## src/hdl/tlre_pkg.sv

```systemverilog
// ---------------------------------------------------------------------------
// Threshold level run encoder package
// Shared widths, parameter defaults and cell control type.
// ---------------------------------------------------------------------------
`default_nettype none

package tlre_pkg;

   localparam int MAX_LEVEL_DEF  = 63;
   localparam int INDEX_BITS_DEF = 16;
   localparam int SAMPLE_W       = 6;
   localparam int LEVEL_OUT_W    = 6;

   // per-cycle control broadcast to every cell of the ring
   typedef struct packed {
      logic load;   // open levels (old, new] at the current time index
      logic shift;  // rotate the ring one cell toward the top
   } cell_ctl_type;

endpackage

`default_nettype wire

```

## src/hdl/tlre_req_if.sv

```systemverilog
// ---------------------------------------------------------------------------
// Encoder request channel
// Valid/ready channel carrying one signal sample per beat.
// ---------------------------------------------------------------------------
`default_nettype none

interface tlre_req_if;
   logic                             valid;
   logic                             ready;
   logic [tlre_pkg::SAMPLE_W-1:0]    sample;
   logic                             end_of_signal;

   modport source (output valid, output sample, output end_of_signal, input ready);
   modport sink   (input valid, input sample, input end_of_signal, output ready);
endinterface

`default_nettype wire

```

## src/hdl/tlre_rsp_if.sv

```systemverilog
// ---------------------------------------------------------------------------
// Encoder response channel
// Valid/ready channel carrying one closed run interval per beat.
// ---------------------------------------------------------------------------
`default_nettype none

interface tlre_rsp_if #(
   parameter int INDEX_BITS = tlre_pkg::INDEX_BITS_DEF
);
   logic                               valid;
   logic                               ready;
   logic [INDEX_BITS-1:0]              run_start;
   logic [INDEX_BITS-1:0]              run_end;
   logic [tlre_pkg::LEVEL_OUT_W-1:0]   level;
   logic                               signal_done;
   logic                               last;

   modport source (output valid, output run_start, output run_end, output level,
                   output signal_done, output last, input ready);
   modport sink   (input valid, input run_start, input run_end, input level,
                   input signal_done, input last, output ready);
endinterface

`default_nettype wire

```

## src/hdl/tlre_cell.sv

```systemverilog
// ---------------------------------------------------------------------------
// Encoder ring cell
// Holds the run start index of one level; loads on open, rotates on close.
// ---------------------------------------------------------------------------
`default_nettype none

module tlre_cell #(
   parameter int LEVEL = 1,
   parameter int LW    = 6,
   parameter int IW    = tlre_pkg::INDEX_BITS_DEF
) (
   input  wire logic                   clock,
   input  wire tlre_pkg::cell_ctl_type ctl,
   input  wire logic [LW-1:0]          old_lvl,
   input  wire logic [LW-1:0]          new_lvl,
   input  wire logic [IW-1:0]          time_val,
   input  wire logic [IW-1:0]          ring_in,
   output logic      [IW-1:0]          start_out
);

   localparam logic [LW-1:0] MyLevel = LW'(LEVEL);

   logic [IW-1:0] start_ff;
   logic          open_hit;

   // level opens when the sample rises through it
   assign open_hit = (old_lvl < MyLevel) && (MyLevel <= new_lvl);

   always_ff @(posedge clock) begin
      if (ctl.load && open_hit) begin
         start_ff <= time_val;
      end else if (ctl.shift) begin
         start_ff <= ring_in;
      end
   end

   assign start_out = start_ff;

endmodule

`default_nettype wire

```

## src/hdl/threshold_level_run_encoder_unit.sv

```systemverilog
// A closing item is accepted, then the ring rotates one cell per step from level MAX_LEVEL
//   down to level 1; each closed level goes from the top cell into the output register.
// One item per cycle while nothing closes and no empty-signal marker is pending; a closing
//   item holds off new samples until the ring is back in place, a marker until it is loaded out.
// An output stall holds the ring only while the top cell has a run to hand off. Reset
//   (synchronous, active high) clears the sample history, time index and control state;
//   per-level start indices are left as they are.
// ---------------------------------------------------------------------------
// Threshold level run encoder
// Per-level run starts kept in a rotating ring of cells; a drop or end of
// signal rotates the ring once and emits each closed level from the top; an empty signal emits a marker.
// ---------------------------------------------------------------------------
`default_nettype none

module threshold_level_run_encoder_unit #(
   parameter int MAX_LEVEL  = tlre_pkg::MAX_LEVEL_DEF,
   parameter int INDEX_BITS = tlre_pkg::INDEX_BITS_DEF
) (
   input  wire logic clock,
   input  wire logic reset,
   tlre_req_if.sink  req_bus,
   tlre_rsp_if.source rsp_bus
);

   localparam int LW = $clog2(MAX_LEVEL + 1);
   localparam int IW = INDEX_BITS;

   localparam logic [LW-1:0] TopLevel = LW'(MAX_LEVEL);
   localparam logic [LW-1:0] LvlOne   = LW'(1);
   localparam logic [IW-1:0] IdxMax   = '1;

   // ---------------- sample history and time index ----------------
   logic [LW-1:0] prev_ff, prev_in;
   logic [IW-1:0] time_ff, time_in;
   logic          any_ff, any_in;

   // ---------------- close sweep control ----------------
   logic          busy_ff, busy_in;
   logic          marker_ff, marker_in;
   logic [LW-1:0] cnt_ff, cnt_in;      // level currently held by the top cell
   logic [LW-1:0] lo_ff, lo_in;        // close levels in (lo, hi]
   logic [LW-1:0] hi_ff, hi_in;
   logic [LW-1:0] s_ff, s_in;          // levels above s end at t_cur, others at t_nxt
   logic [IW-1:0] t_cur_ff, t_cur_in;
   logic [IW-1:0] t_nxt_ff, t_nxt_in;
   logic          done_ff, done_in;

   // ---------------- output register ----------------
   logic                               rsp_valid_ff, rsp_valid_in;
   logic [IW-1:0]                      rsp_start_ff, rsp_start_in;
   logic [IW-1:0]                      rsp_end_ff, rsp_end_in;
   logic [tlre_pkg::LEVEL_OUT_W-1:0]   rsp_level_ff, rsp_level_in;
   logic                               rsp_done_ff, rsp_done_in;
   logic                               rsp_last_ff, rsp_last_in;

   // ---------------- beat decode ----------------
   logic          req_fire;
   logic [LW-1:0] smp;
   logic [LW-1:0] hi_new, lo_new;
   logic [IW-1:0] time_next;
   logic          eos;
   logic          slot_free, emit_now, step, load_out;
   logic          will_close, is_marker;

   tlre_pkg::cell_ctl_type ctl;
   logic [IW-1:0]          ring [MAX_LEVEL];

   assign req_bus.ready = !busy_ff;
   assign req_fire      = req_bus.valid && !busy_ff;
   assign eos           = req_bus.end_of_signal;

   // clamp samples above the top level
   assign smp = (32'(req_bus.sample) > MAX_LEVEL) ? TopLevel : LW'(req_bus.sample);

   assign hi_new    = (smp > prev_ff) ? smp : prev_ff;
   assign lo_new    = eos ? '0 : smp;
   assign time_next = (time_ff == IdxMax) ? time_ff : time_ff + LvlOne[0 +: 1];

   assign will_close = hi_new > lo_new;
   assign is_marker  = eos && (hi_new == '0) && !any_ff;

   // output side: register free this cycle if empty or being drained
   assign slot_free = !rsp_valid_ff || rsp_bus.ready;
   assign emit_now  = busy_ff && !marker_ff && (cnt_ff > lo_ff) && (cnt_ff <= hi_ff);
   // ring only advances when the top cell's run, if any, can be handed off
   assign step      = busy_ff && !marker_ff && (!emit_now || slot_free);
   assign load_out  = (step && emit_now) || (busy_ff && marker_ff && slot_free);

   assign ctl.load  = req_fire;
   assign ctl.shift = step;

   // ring of cells: cell i holds level i+1, data moves up, top wraps to bottom
   for (genvar gi = 0; gi < MAX_LEVEL; gi++) begin : g_cell
      tlre_cell #(
         .LEVEL (gi + 1),
         .LW    (LW),
         .IW    (IW)
      ) u_cell (
         .clock     (clock),
         .ctl       (ctl),
         .old_lvl   (prev_ff),
         .new_lvl   (smp),
         .time_val  (time_ff),
         .ring_in   (ring[(gi + MAX_LEVEL - 1) % MAX_LEVEL]),
         .start_out (ring[gi])
      );
   end

   always_comb begin
      prev_in   = prev_ff;
      time_in   = time_ff;
      any_in    = any_ff;
      busy_in   = busy_ff;
      marker_in = marker_ff;
      cnt_in    = cnt_ff;
      lo_in     = lo_ff;
      hi_in     = hi_ff;
      s_in      = s_ff;
      t_cur_in  = t_cur_ff;
      t_nxt_in  = t_nxt_ff;
      done_in   = done_ff;

      if (req_fire) begin
         prev_in   = eos ? '0 : smp;
         time_in   = eos ? '0 : time_next;
         any_in    = eos ? 1'b0 : (any_ff || will_close);
         busy_in   = will_close || is_marker;
         marker_in = is_marker;
         cnt_in    = TopLevel;
         lo_in     = lo_new;
         hi_in     = hi_new;
         s_in      = smp;
         t_cur_in  = time_ff;
         t_nxt_in  = time_next;
         done_in   = eos;
      end else if (busy_ff) begin
         if (marker_ff) begin
            if (slot_free) begin
               busy_in   = 1'b0;
               marker_in = 1'b0;
            end
         end else if (step) begin
            cnt_in = cnt_ff - LvlOne;
            // full rotation done: ring is back in place
            if (cnt_ff == LvlOne) begin
               busy_in = 1'b0;
            end
         end
      end
   end

   always_comb begin
      rsp_valid_in = rsp_valid_ff;
      rsp_start_in = rsp_start_ff;
      rsp_end_in   = rsp_end_ff;
      rsp_level_in = rsp_level_ff;
      rsp_done_in  = rsp_done_ff;
      rsp_last_in  = rsp_last_ff;

      if (rsp_bus.ready) begin
         rsp_valid_in = 1'b0;
      end

      if (load_out) begin
         rsp_valid_in = 1'b1;
         if (marker_ff) begin
            rsp_start_in = '0;
            rsp_end_in   = '0;
            rsp_level_in = '0;
            rsp_done_in  = 1'b1;
            rsp_last_in  = 1'b1;
         end else begin
            rsp_start_in = ring[MAX_LEVEL-1];
            rsp_end_in   = (cnt_ff > s_ff) ? t_cur_ff : t_nxt_ff;
            rsp_level_in = tlre_pkg::LEVEL_OUT_W'(cnt_ff);
            rsp_done_in  = done_ff;
            rsp_last_in  = (cnt_ff == lo_ff + LvlOne);
         end
      end
   end

   // control state
   always_ff @(posedge clock) begin
      if (reset) begin
         prev_ff      <= '0;
         time_ff      <= '0;
         any_ff       <= 1'b0;
         busy_ff      <= 1'b0;
         marker_ff    <= 1'b0;
         rsp_valid_ff <= 1'b0;
      end else begin
         prev_ff      <= prev_in;
         time_ff      <= time_in;
         any_ff       <= any_in;
         busy_ff      <= busy_in;
         marker_ff    <= marker_in;
         rsp_valid_ff <= rsp_valid_in;
      end
   end

   // payload
   always_ff @(posedge clock) begin
      cnt_ff       <= cnt_in;
      lo_ff        <= lo_in;
      hi_ff        <= hi_in;
      s_ff         <= s_in;
      t_cur_ff     <= t_cur_in;
      t_nxt_ff     <= t_nxt_in;
      done_ff      <= done_in;
      rsp_start_ff <= rsp_start_in;
      rsp_end_ff   <= rsp_end_in;
      rsp_level_ff <= rsp_level_in;
      rsp_done_ff  <= rsp_done_in;
      rsp_last_ff  <= rsp_last_in;
   end

   assign rsp_bus.valid       = rsp_valid_ff;
   assign rsp_bus.run_start   = rsp_start_ff;
   assign rsp_bus.run_end     = rsp_end_ff;
   assign rsp_bus.level       = rsp_level_ff;
   assign rsp_bus.signal_done = rsp_done_ff;
   assign rsp_bus.last        = rsp_last_ff;

endmodule

`default_nettype wire

```

## src/flat_wrapper.sv

```systemverilog
// flat-port wrapper written by rule: the top's interface ports become plain ports
module threshold_level_run_encoder_unit_flat 
#(
   parameter int MAX_LEVEL  = tlre_pkg::MAX_LEVEL_DEF,
   parameter int INDEX_BITS = tlre_pkg::INDEX_BITS_DEF
)
  (clock, reset, req_bus_valid, req_bus_sample, req_bus_end_of_signal, req_bus_ready, rsp_bus_valid, rsp_bus_run_start, rsp_bus_run_end, rsp_bus_level, rsp_bus_signal_done, rsp_bus_last, rsp_bus_ready);
  tlre_req_if req_bus_i ();
  tlre_rsp_if #(.INDEX_BITS(INDEX_BITS)) rsp_bus_i ();
  input  wire logic clock;
  input  wire logic reset;
  input wire logic [$bits(req_bus_i.valid)-1:0] req_bus_valid;
  input wire logic [$bits(req_bus_i.sample)-1:0] req_bus_sample;
  input wire logic [$bits(req_bus_i.end_of_signal)-1:0] req_bus_end_of_signal;
  output wire logic [$bits(req_bus_i.ready)-1:0] req_bus_ready;
  output wire logic [$bits(rsp_bus_i.valid)-1:0] rsp_bus_valid;
  output wire logic [$bits(rsp_bus_i.run_start)-1:0] rsp_bus_run_start;
  output wire logic [$bits(rsp_bus_i.run_end)-1:0] rsp_bus_run_end;
  output wire logic [$bits(rsp_bus_i.level)-1:0] rsp_bus_level;
  output wire logic [$bits(rsp_bus_i.signal_done)-1:0] rsp_bus_signal_done;
  output wire logic [$bits(rsp_bus_i.last)-1:0] rsp_bus_last;
  input wire logic [$bits(rsp_bus_i.ready)-1:0] rsp_bus_ready;
  assign req_bus_i.valid = req_bus_valid;
  assign req_bus_i.sample = req_bus_sample;
  assign req_bus_i.end_of_signal = req_bus_end_of_signal;
  assign req_bus_ready = req_bus_i.ready;
  assign rsp_bus_valid = rsp_bus_i.valid;
  assign rsp_bus_run_start = rsp_bus_i.run_start;
  assign rsp_bus_run_end = rsp_bus_i.run_end;
  assign rsp_bus_level = rsp_bus_i.level;
  assign rsp_bus_signal_done = rsp_bus_i.signal_done;
  assign rsp_bus_last = rsp_bus_i.last;
  assign rsp_bus_i.ready = rsp_bus_ready;
  threshold_level_run_encoder_unit #(.MAX_LEVEL(MAX_LEVEL), .INDEX_BITS(INDEX_BITS)) u_core (.clock(clock), .reset(reset), .req_bus(req_bus_i), .rsp_bus(rsp_bus_i));
endmodule
```

## config.mk

```make
export PLATFORM = sky130hd
export DESIGN_NAME = threshold_level_run_encoder_unit_flat
export DESIGN_NICKNAME = d
export VERILOG_FILES = /design/src/hdl/tlre_pkg.sv /design/src/hdl/tlre_req_if.sv /design/src/hdl/tlre_rsp_if.sv /design/src/hdl/tlre_cell.sv /design/src/hdl/threshold_level_run_encoder_unit.sv /design/src/flat_wrapper.sv
export SDC_FILE = /design/constraint.sdc
export NUM_CORES = 1
export LEC_CHECK = 0
export ABC_AREA = 1
export BUFFER_PORTS_ARGS = -buffer_cell sky130_fd_sc_hd__buf_2
export CORE_MARGIN = 10
export CORE_UTILIZATION = 50
export CTS_CLUSTER_SIZE = 8
export DETAILED_ROUTE_END_ITERATION = 6
export GPL_TIMING_DRIVEN = 1
export PLACE_DENSITY = 0.72
export RECOVER_POWER = 100
export SKIP_CTS_REPAIR_TIMING = 1
export SYNTH_ARGS = -nofsm -noshare
export SYNTH_HDL_FRONTEND = slang
export SYNTH_SLANG_ARGS = --single-unit
export TNS_END_PERCENT = 50
```

## constraint.sdc

```tcl
create_clock -name clock -period 5.07 [get_ports clock]
set_input_delay 0.2535 -clock clock [delete_from_list [all_inputs] [get_ports clock]]
set_output_delay 0.2535 -clock clock [all_outputs]
set_load 0.05 [all_outputs]
```

Word-level counts from Yosys, hierarchy flattened --
Cells that the tools add are included.
Word-level totals: register bits 1131, input port bits 11, output and inout bits 42, logic and storage cells 575
Cells by class: $add $sub $neg 3, $lt $le $gt $ge 131, equality and inequality tests 3, muxes and demuxes 143, bitwise operators 1, reductions and logical operators 213
Operators with widths (count):
- 2-to-1 mux 16 bit | 129
- <= comparator 6 bit, first input constant | 32
- less-than comparator 6 bit, second input constant | 32
- logical AND 1 bit | 136
- nonzero test 2 bit | 65
- <= comparator 5 x 6 -> 1 bit, first input constant | 16
- less-than comparator 6 x 5 -> 1 bit, second input constant | 16
- <= comparator 4 x 6 -> 1 bit, first input constant | 8
- less-than comparator 6 x 4 -> 1 bit, second input constant | 8
- greater-than comparator 6 bit | 4
- <= comparator 3 x 6 -> 1 bit, first input constant | 4
- less-than comparator 6 x 3 -> 1 bit, second input constant | 4
- adder 16 x 1 -> 16 bit, second input constant | 1
- equality test 16 bit, second input constant | 1
- <= comparator 2 x 6 -> 1 bit, first input constant | 2
- less-than comparator 6 x 2 -> 1 bit, second input constant | 2
- 2-to-1 mux 1 bit | 12
- 2-to-1 mux 6 bit | 2
- adder 6 x 1 -> 6 bit, second input constant | 1
- equality test 6 x 1 -> 1 bit, second input constant | 1
- equality test 6 bit | 1
- <= comparator 1 x 6 -> 1 bit, first input constant | 1
- <= comparator 6 bit | 1
- zero test 6 bit | 1
- 6 further kinds | 14

Longest topological paths before layout --
Gate-level depths: netlist of the first run.
word-level depth 11, mapped depth 21, depth with buffers taken out 21

Least setup slack after synthesis of the first run --
No wires, ideal clock.
path type register to register, start register u_core.busy_ff, end register u_core.g_cell[50].u_cell.start_ff[0], enable pin, setup time 0.372 ns, arrival 3.579 ns, required time 4.698 ns, path slack 1.119 ns, cell stages (with the launch flop) 8, path buffers 2, clock period less this slack 3.951 ns, cells stage by stage dfxtp_1 inv_2 nand2_2 inv_1 clkbuf_1 o2111ai_1 clkbuf_1 nand2_1
On the way: elaborated cells on any way between the ends 10, those cells by class reduce/logical: 10
RTL lines:
- start: declaration | RTL line threshold_level_run_encoder_unit.sv:38 | logic busy_ff, busy_in;
- start signal: assignment | RTL line threshold_level_run_encoder_unit.sv:195 | busy_ff <= busy_in;
- zero test 1 bit
- via req_bus_ready | RTL line flat_wrapper.sv:15 | output wire logic [$bits(req_bus_i.ready)-1:0] req_bus_ready;
- logical AND 1 bit | RTL line threshold_level_run_encoder_unit.sv:69 | assign req_fire = req_bus.valid && !busy_ff;
- via u_core.req_fire | RTL line threshold_level_run_encoder_unit.sv:57 | logic req_fire;
- logical AND 1 bit | RTL line tlre_cell.sv:30 | if (ctl.load && open_hit) begin
- nonzero test 2 bit (no source line)
- end signal: assignment | RTL line tlre_cell.sv:31 | start_ff <= time_val;
- end signal: assignment | RTL line tlre_cell.sv:33 | start_ff <= ring_in;
- end: declaration | RTL line tlre_cell.sv:23 | logic [IW-1:0] start_ff;
The timed path passes the listed nets, and every way through them passes these cells. A chain may end at the register's enable or synchronous reset.

Final worst setup path of the first run --
start register u_core.time_ff[6], end register u_core.g_cell[44].u_cell.start_ff[6], data pin
On the way: cells in the longest elaborated chain, start to end 1
Ends and longest elaborated chain:
- start: declaration | RTL line threshold_level_run_encoder_unit.sv:34 | logic [IW-1:0] time_ff, time_in;
- start signal: assignment | RTL line threshold_level_run_encoder_unit.sv:193 | time_ff <= time_in;
- 2-to-1 mux 16 bit | RTL line tlre_cell.sv:30
- end signal: assignment | RTL line tlre_cell.sv:31
- end signal: assignment | RTL line tlre_cell.sv:33
- end: declaration | RTL line tlre_cell.sv:23
No other way between the ends.

==> results_dict.tcl, run 1 <==
set metrics [dict create \
    root_buffer "clkbuf_16" \
    slew_headroom -0.9003 \
    critPathKind "flop to flop" \
    preCtsSetupSlack_ps 1339 \
    clock_latency_ps 760 \
    worstReg2RegStart "u_core.time_ff[6]$_SDFFE_PP0P_" \
    cts_sinks 1131 \
    avgViaCountPerCell 5.716 \
    fin_ws_ps 702.1 \
    rr_endpoint "u_core.g_cell[44].u_cell.start_out[6]$_DFFE_PP_" \
    die_x_um 328.4 \
    layout-drive-gt1-share 0.05421 \
    port-buffer-count 52 \
    fin_crit_ps 4368 \
    status "finished, violations left" \
    synth_nets 4296 \
    finalHoldViolCount 0 \
    grt_remaining_overflow 0 \
    die_area_sq_mm 0.1079 \
    total_power_mw 27.62 \
    syn_area_per_cell_sq_um 11.19 \
    drc_errors 0 \
    yosysUniqueCellTypes 41 \
    critical_path_buf_inv_count 2 \
    core_sq_mm 0.09473 \
    dieHeight_um 328.4 \
    fin_tns_setup_ps 0 \
    cp_max_fo 43 \
    post_drt_wl_per_cell_um 20.62 \
    grt_start_max_net_pins 57 \
    synth_edf_count 1099 \
    cp-end-kind "flop" \
    hp-start "req_bus_valid" \
    cellPowerDensity_mw_per_mm2 521.8 \
    cp-start-kind "flop" \
    max-vdd-ir-drop_mv 0.2855 \
    synthFlopType "edfxtp_1" \
    crit_family "buffers and inverters" \
    drt-pass1-iter-count 6 \
    netlist_area_sq_mm 0.04756 \
    synth-seq-cells 1131 \
    cp_data_required_time_ps 5390 \
    grt_pass1_vias 29695 \
    nets 4256 \
    hp-class "input port to flop" \
    antenna_found_initial 1 \
    most-common-layout-cells "nand2_1, edfxtp_1, o21ai_0, clkbuf_16, nor2_1" \
    yosysSeqAreaShare 0.7074 \
    yosysTopAreaCellShare 0.6939 \
    setup_viol 0 \
    timing.fmax_mhz 228.9 \
    slowest_delay_ps 2070 \
    nFillCells 7701 \
    num_vias 31595 \
    ys_warn_count 0 \
    synthCells 4251 \
    io_pins 53 \
    cp_cell_sequence "inv_1 > clkbuf_1 > o21ai_0" \
    rows 113 \
    grt_pass1_wl_mm 174.7 \
    finClkSkew_ps 33.02 \
    final_common_cell "nand2_1" \
    leakagePower_nw 19.84 \
    synth_top_area_cell "edfxtp_1" \
    grtUsageTotal 0.2074 \
    syn2layout_area_growth_pct 11.32 \
    postRouteAntennaNets 0 \
    cts.clk_slew.worst_paths_ps 50 \
    rsz0062_at_grt "false" \
    cp.depth 3 \
    drv_slew 329 \
    clock_path_buffers 3 \
    dpl.hpwl_mm 66.44 \
    worst_pin_slew_ps 2851 \
    period_share 0.8615 \
    drt-initial-drc-count 3966 \
    synth_area_leaders "edfxtp_1, o21ai_0, nand2_1" \
    synth_async_sr_flop_share 0 \
    rrSetupSlack_ps 700 \
    r2r_cells 3 \
    finalNonFillerCells 5527 \
    htreeDepth 4 \
    timing.critical_path.to "u_core.g_cell[44].u_cell.start_out[6]$_DFFE_PP_" \
    critical-path-slowest-cell "clkbuf_1" \
    initial_core_util 0.5021 \
    worst-endpoint-arrival_ps 4690 \
    cts_buffers 159 \
    dp_cells 5304 \
    violations "capacitance limit, slew limit" \
    wirelength_mm 114.0 \
    drv_cap 9 \
    cts_tree "yes" \
    crit_start "u_core.time_ff[6]$_SDFFE_PP0P_" \
    finalWeightedCongestion 0.9524 \
]
## how the worst min path moves through the flow
stage | slack, ps | cells after the start | end
2_1_floorplan | 350 | 0 | u_core.done_ff$_DFFE_PP_
3_3_place_gp | 490 | 1 | u_core.rsp_bus.signal_done$_SDFFCE_PP1P_
3_5_place_dp | 490 | 1 | u_core.rsp_bus.signal_done$_SDFFCE_PP1P_
4_1_cts | -190 | 1 | u_core.s_ff[0]$_DFFE_PP_
5_1_grt | 520 | 2 | u_core.s_ff[0]$_DFFE_PP_
6_report | 440 | 3 | u_core.prev_ff[2]$_SDFFE_PP0P_
## per-stage QoR
stage	hold slack [ps]	util	area [sq um]
after floorplan	352.4	-	47560
after global placement	488.7	0.5147	48750
after detailed placement	486.4	0.5147	48750
after CTS	-187.5	0.5616	53200
after global routing	519.1	0.5588	52940
final	444.4	0.5589	52940
## layout make-up
type / instances / area [sq um] / area share
Multi-Input combinational cell: 2652 / 12130 / 0.2291
Inverter: 140 / 525.5 / 0.009926
Timing Repair Buffer: 127 / 610.6 / 0.01153
Sequential cell: 1131 / 33640 / 0.6355
Antenna cell: 1 / 2.502 / 0.00004727
Clock buffer: 197 / 4185 / 0.07906
Clock inverter: 14 / 262.8 / 0.004963
Tap cell: 1265 / 1583 / 0.02990
## tightest hold or removal path, stage by stage
cell and delay, ps:
buf_2 80, nand2_1 480, a21oi_1 300
## kinds of logic (layout without fill, tap and decap cells)
family                     count (synthesis)  count (layout)  share of synthesized area
AOI/OAI and AO/OA                       1152            1152                     0.1253
buffers and inverters                    468             478                    0.03783
DFF                                     1131            1131                     0.7074
other                                      0               1                          0
adders and majority gates                 34              34                   0.008945
and+or+nand+nor                         1451            1451                     0.1178
xor gates and xnor gates                  15              15                   0.002762
## where the power goes
| group | switching (mW) | total (mW) | internal, mW | leakage [nW] |
|---|---|---|---|---|
| clock network | 3.86 | 9.61 | 5.75 | 2.15 |
| logic | 2.85 | 3.85 | 0.996 | 6.86 |
| registers | 0.730 | 14.2 | 13.4 | 10.8 |
## cell usage after synthesis, drive strengths merged, types with 3 or more instances
master   count
nand2     1233
edfxtp    1099
o21ai     1059
clkbuf     290
nor2       139
inv        136
nand3       50
a21oi       46
buf         38
ha          34
dfxtp       32
o2111ai     18
o211ai      15
nand4       12
nor3        11
xor2        11
clkinv       4
xnor2        4
o31ai        3
or2          3
## state kept, by name, summed over array words and instances (netlist names), 16 cells and up
name                            cells
u_core.time_ff                     16
u_core.t_nxt_ff                    16
u_core.g_cell.u_cell.start_out   1008
u_core.t_cur_ff                    16
u_core.rsp_bus.run_start           16
u_core.rsp_bus.run_end             16
## per-layer routing
layer	track usage	vias up	share of wire
li1	-	14773	-
met1	0.2950	15116	0.44
met2	0.3170	1497	0.45
met3	0.04320	207	0.091
met4	0.06692	2	0.024
met5	0	-	0.000061
Note: power is estimated with default switching activity, not from simulation.
==> run 2: changes to the inputs <==
--- a/config.mk
+++ b/config.mk
@@ -5,7 +5,6 @@
 export SDC_FILE = /design/constraint.sdc
 export NUM_CORES = 1
 export LEC_CHECK = 0
-export ABC_AREA = 1
 export BUFFER_PORTS_ARGS = -buffer_cell sky130_fd_sc_hd__buf_2
 export CORE_MARGIN = 10
 export CORE_UTILIZATION = 50
==> constraint.sdc (replaced) <==
create_clock -name clock -period 4.9 [get_ports clock]
set_input_delay 0.245 -clock clock [delete_from_list [all_inputs] [get_ports clock]]
set_output_delay 0.245 -clock clock [all_outputs]
set_load 0.05 [all_outputs]
==> run 2 against run 1 <==
  * The run still ends with capacitance limit, slew limit left
  * Routed wire length down 6.1%
  * Final cell count down 21%
  * Flip-flop and latch count unchanged
  * Clock power up 2%
  * Sequential share of layout area down 2.7 points
  * First-iteration DRC count down 42%
  * Sequential power about the same
  * Power down 1.2%
  * Worst setup slack worse by 210 ps
  * Via count down 18%
  * Clock skew up 5.1 ps
  * Highest routed layer is now met4
==> results_dict.tcl, run 2 <==
set metrics [dict create \
    preCtsSetupSlack_ps 864.9 \
    max-vdd-ir-drop_mv 0.3502 \
    dpl.hpwl_mm 58.44 \
    crit_family "buffers and inverters" \
    synthTopCellsByCount "edfxtp_1, mux2_2, clkbuf_1" \
    syn2layout_area_growth_pct 10.54 \
    critPathKind "flop to flop" \
    yosysTopAreaCellShare 0.6589 \
    synth_async_sr_flop_share 0 \
    die_area_sq_mm 0.1132 \
    port-buffer-count 52 \
    power_frac_comb 0.131 \
    avgViaCountPerCell 5.926 \
    dp_cells 4173 \
    drv_cap 27 \
    synth_nets 3047 \
    fin_ws_ps 493.5 \
    rows 116 \
    drt-pass1-iter-count 6 \
    worstReg2RegStart "u_core.busy_ff$_SDFF_PP0_" \
    dieHeight_um 336.5 \
    grt_start_max_net_pins 79 \
    core_sq_mm 0.09971 \
    netlist_area_sq_mm 0.05008 \
    timing.fmax_mhz 226.9 \
    cts_sinks 1131 \
    r2r_cells 8 \
    final_common_cell "edfxtp_1" \
    initial_core_util 0.5023 \
    yosysSeqAreaShare 0.6717 \
    nFillCells 7480 \
    synth_edf_count 1099 \
    most-common-layout-cells "edfxtp_1, mux2_2, clkbuf_16, clkbuf_1, nand2_1" \
    cp_cell_sequence "inv_1 > nand2_1 > inv_1 > buf_4 > o2111a_1 > o211ai_1 > clkbuf_1 > nand2_1" \
    die_x_um 336.5 \
    ys_warn_count 0 \
    fin_tns_setup_ps 0 \
    cellPowerDensity_mw_per_mm2 493.0 \
    cts_tree "yes" \
    fin_util 0.5552 \
    synth_top_area_cell "edfxtp_1" \
    grtUsageTotal 0.1874 \
    slew_headroom -1.240 \
    cp.depth 8 \
    synth_most_common_cell "edfxtp_1" \
    switching_share 0.2374 \
    wirelength_mm 107.0 \
    period_share 0.8993 \
    diodes 0 \
    worst-endpoint-arrival_ps 4700 \
    worst_pin_slew_ps 3356 \
    rr_endpoint "u_core.g_cell[38].u_cell.start_out[10]$_DFFE_PP_" \
    cts_buffers 159 \
    status "finished, violations left" \
    crit_start "u_core.busy_ff$_SDFF_PP0_" \
    clock_power_share 0.359 \
    clock_path_buffers 3 \
    clock_latency_ps 750 \
    layout-drive-gt1-share 0.3813 \
    grt_remaining_overflow 0 \
    leakagePower_nw 19.32 \
    grt_pass1_vias 26852 \
    switching_power_mw 6.480 \
    drt-initial-drc-count 2306 \
    synthFlopType "edfxtp_1" \
    synth_area_leaders "edfxtp_1, mux2_2, dfxtp_1" \
    violations "capacitance limit, slew limit" \
    post_drt_wl_per_cell_um 24.39 \
    slowest_delay_ps 860 \
    drv_slew 1109 \
    synthCells 3002 \
    finalHoldViolCount 0 \
    finalWeightedCongestion 0.8856 \
    finalNonFillerCells 4385 \
    htreeDepth 4 \
    num_vias 25986 \
    synth-seq-cells 1131 \
    rsz0062_at_grt "false" \
    io_pins 53 \
    rrSetupSlack_ps 490 \
    cts.clk_slew.worst_paths_ps 50 \
    p_int_mw 20.81 \
    whs_ps 9.435 \
    root_buffer "clkbuf_16" \
    postRouteAntennaNets 0 \
    p_seq_frac 0.510 \
    largest_reg_flops 1008 \
    timing.critical_path.to "u_core.g_cell[38].u_cell.start_out[10]$_DFFE_PP_" \
    cp-end-kind "flop" \
    antenna_found_initial 0 \
    nets 3086 \
    cp_max_fo 78 \
    critical-path-slowest-cell "clkbuf_1" \
    finClkSkew_ps 38.15 \
    setup_viol 0 \
    critical_path_buf_inv_count 4 \
    hp-class "input port to flop" \
    cp-start-kind "flop" \
    grt_pass1_wl_mm 164.7 \
    yosysUniqueCellTypes 79 \
    drc_errors 0 \
    fin_crit_ps 4407 \
    cp_data_required_time_ps 5190 \
    syn_area_per_cell_sq_um 16.68 \
]
[run 2: worst min-delay path by stage]
stage	from	end	slack (ps)	cells past startpoint
global route	reset	u_core.time_ff[1]$_SDFFE_PP0P_	20	2
detailed placement	u_core.any_ff$_SDFFE_PP0P_	u_core.any_ff$_SDFFE_PP0P_	470	2
floorplan	req_bus_end_of_signal	u_core.done_ff$_DFFE_PP_	340	0
finish	reset	u_core.time_ff[1]$_SDFFE_PP0P_	9	2
CTS	rsp_bus_ready	u_core.rsp_bus.valid$_SDFFE_PP0P_	-170	3
global placement	u_core.any_ff$_SDFFE_PP0P_	u_core.any_ff$_SDFFE_PP0P_	460	2
[run 2: power by group through the flow]
stage	logic [mW]	registers, mW	clock network (mW)
floorplan	2.87	13.7	0
global placement	3.49	14.0	0
detailed placement	3.61	14.0	0
CTS	3.69	13.9	9.94
global route	3.91	14.0	10.4
finish	3.57	13.9	9.81
[run 2: routing by layer]
| layer | routed length [um] | up-vias | part of all wire | GRT usage |
|---|---|---|---|---|
| met5 | 0 | - | 0 | 0 |
| met4 | 2969 | 0 | 0.028 | 0.06760 |
| met3 | 6374 | 200 | 0.060 | 0.03398 |
| met2 | 49480 | 964 | 0.46 | 0.2898 |
| met1 | 48150 | 13277 | 0.45 | 0.2645 |
| li1 | - | 11545 | - | - |
[run 2: layout make-up]
class	instances	area, sq um	share of cell area
Clock buffer	193	4149	0.07494
Clock inverter	14	246.5	0.004452
Inverter	42	157.7	0.002848
Multi-Input combinational cell	1593	14990	0.2707
Sequential cell	1131	33690	0.6085
Tap cell	1298	1624	0.02934
Timing Repair Buffer	114	508.0	0.009176
[run 2: logic make-up after synthesis]
logic type               share of synthesized area
AO/OA/AOI/OAI                              0.02698
XOR/XNOR                                  0.003148
adder cells (fa/ha/maj)                   0.008494
buffers and inverters                      0.02486
flip-flops                                  0.6717
multiplexers                                0.2315
AND/OR/NAND/NOR                            0.03333
[run 2: worst register-to-register path, cell delays in order, from the launching register on]
cell	delay, ps
dfxtp_1	350
inv_1	80
nand2_1	770
inv_1	280
buf_4	470
o2111a_1	290
o211ai_1	110
clkbuf_1	860
nand2_1	740
[run 2: metrics by stage]
step / power [mW] / instance area [sq um]
3_5_place_dp: 17.61 / 51400
3_3_place_gp: 17.51 / 51400
6_report: 27.29 / 55360
5_1_grt: 28.35 / 55360
2_1_floorplan: 16.60 / 50080
4_1_cts: 27.53 / 55800
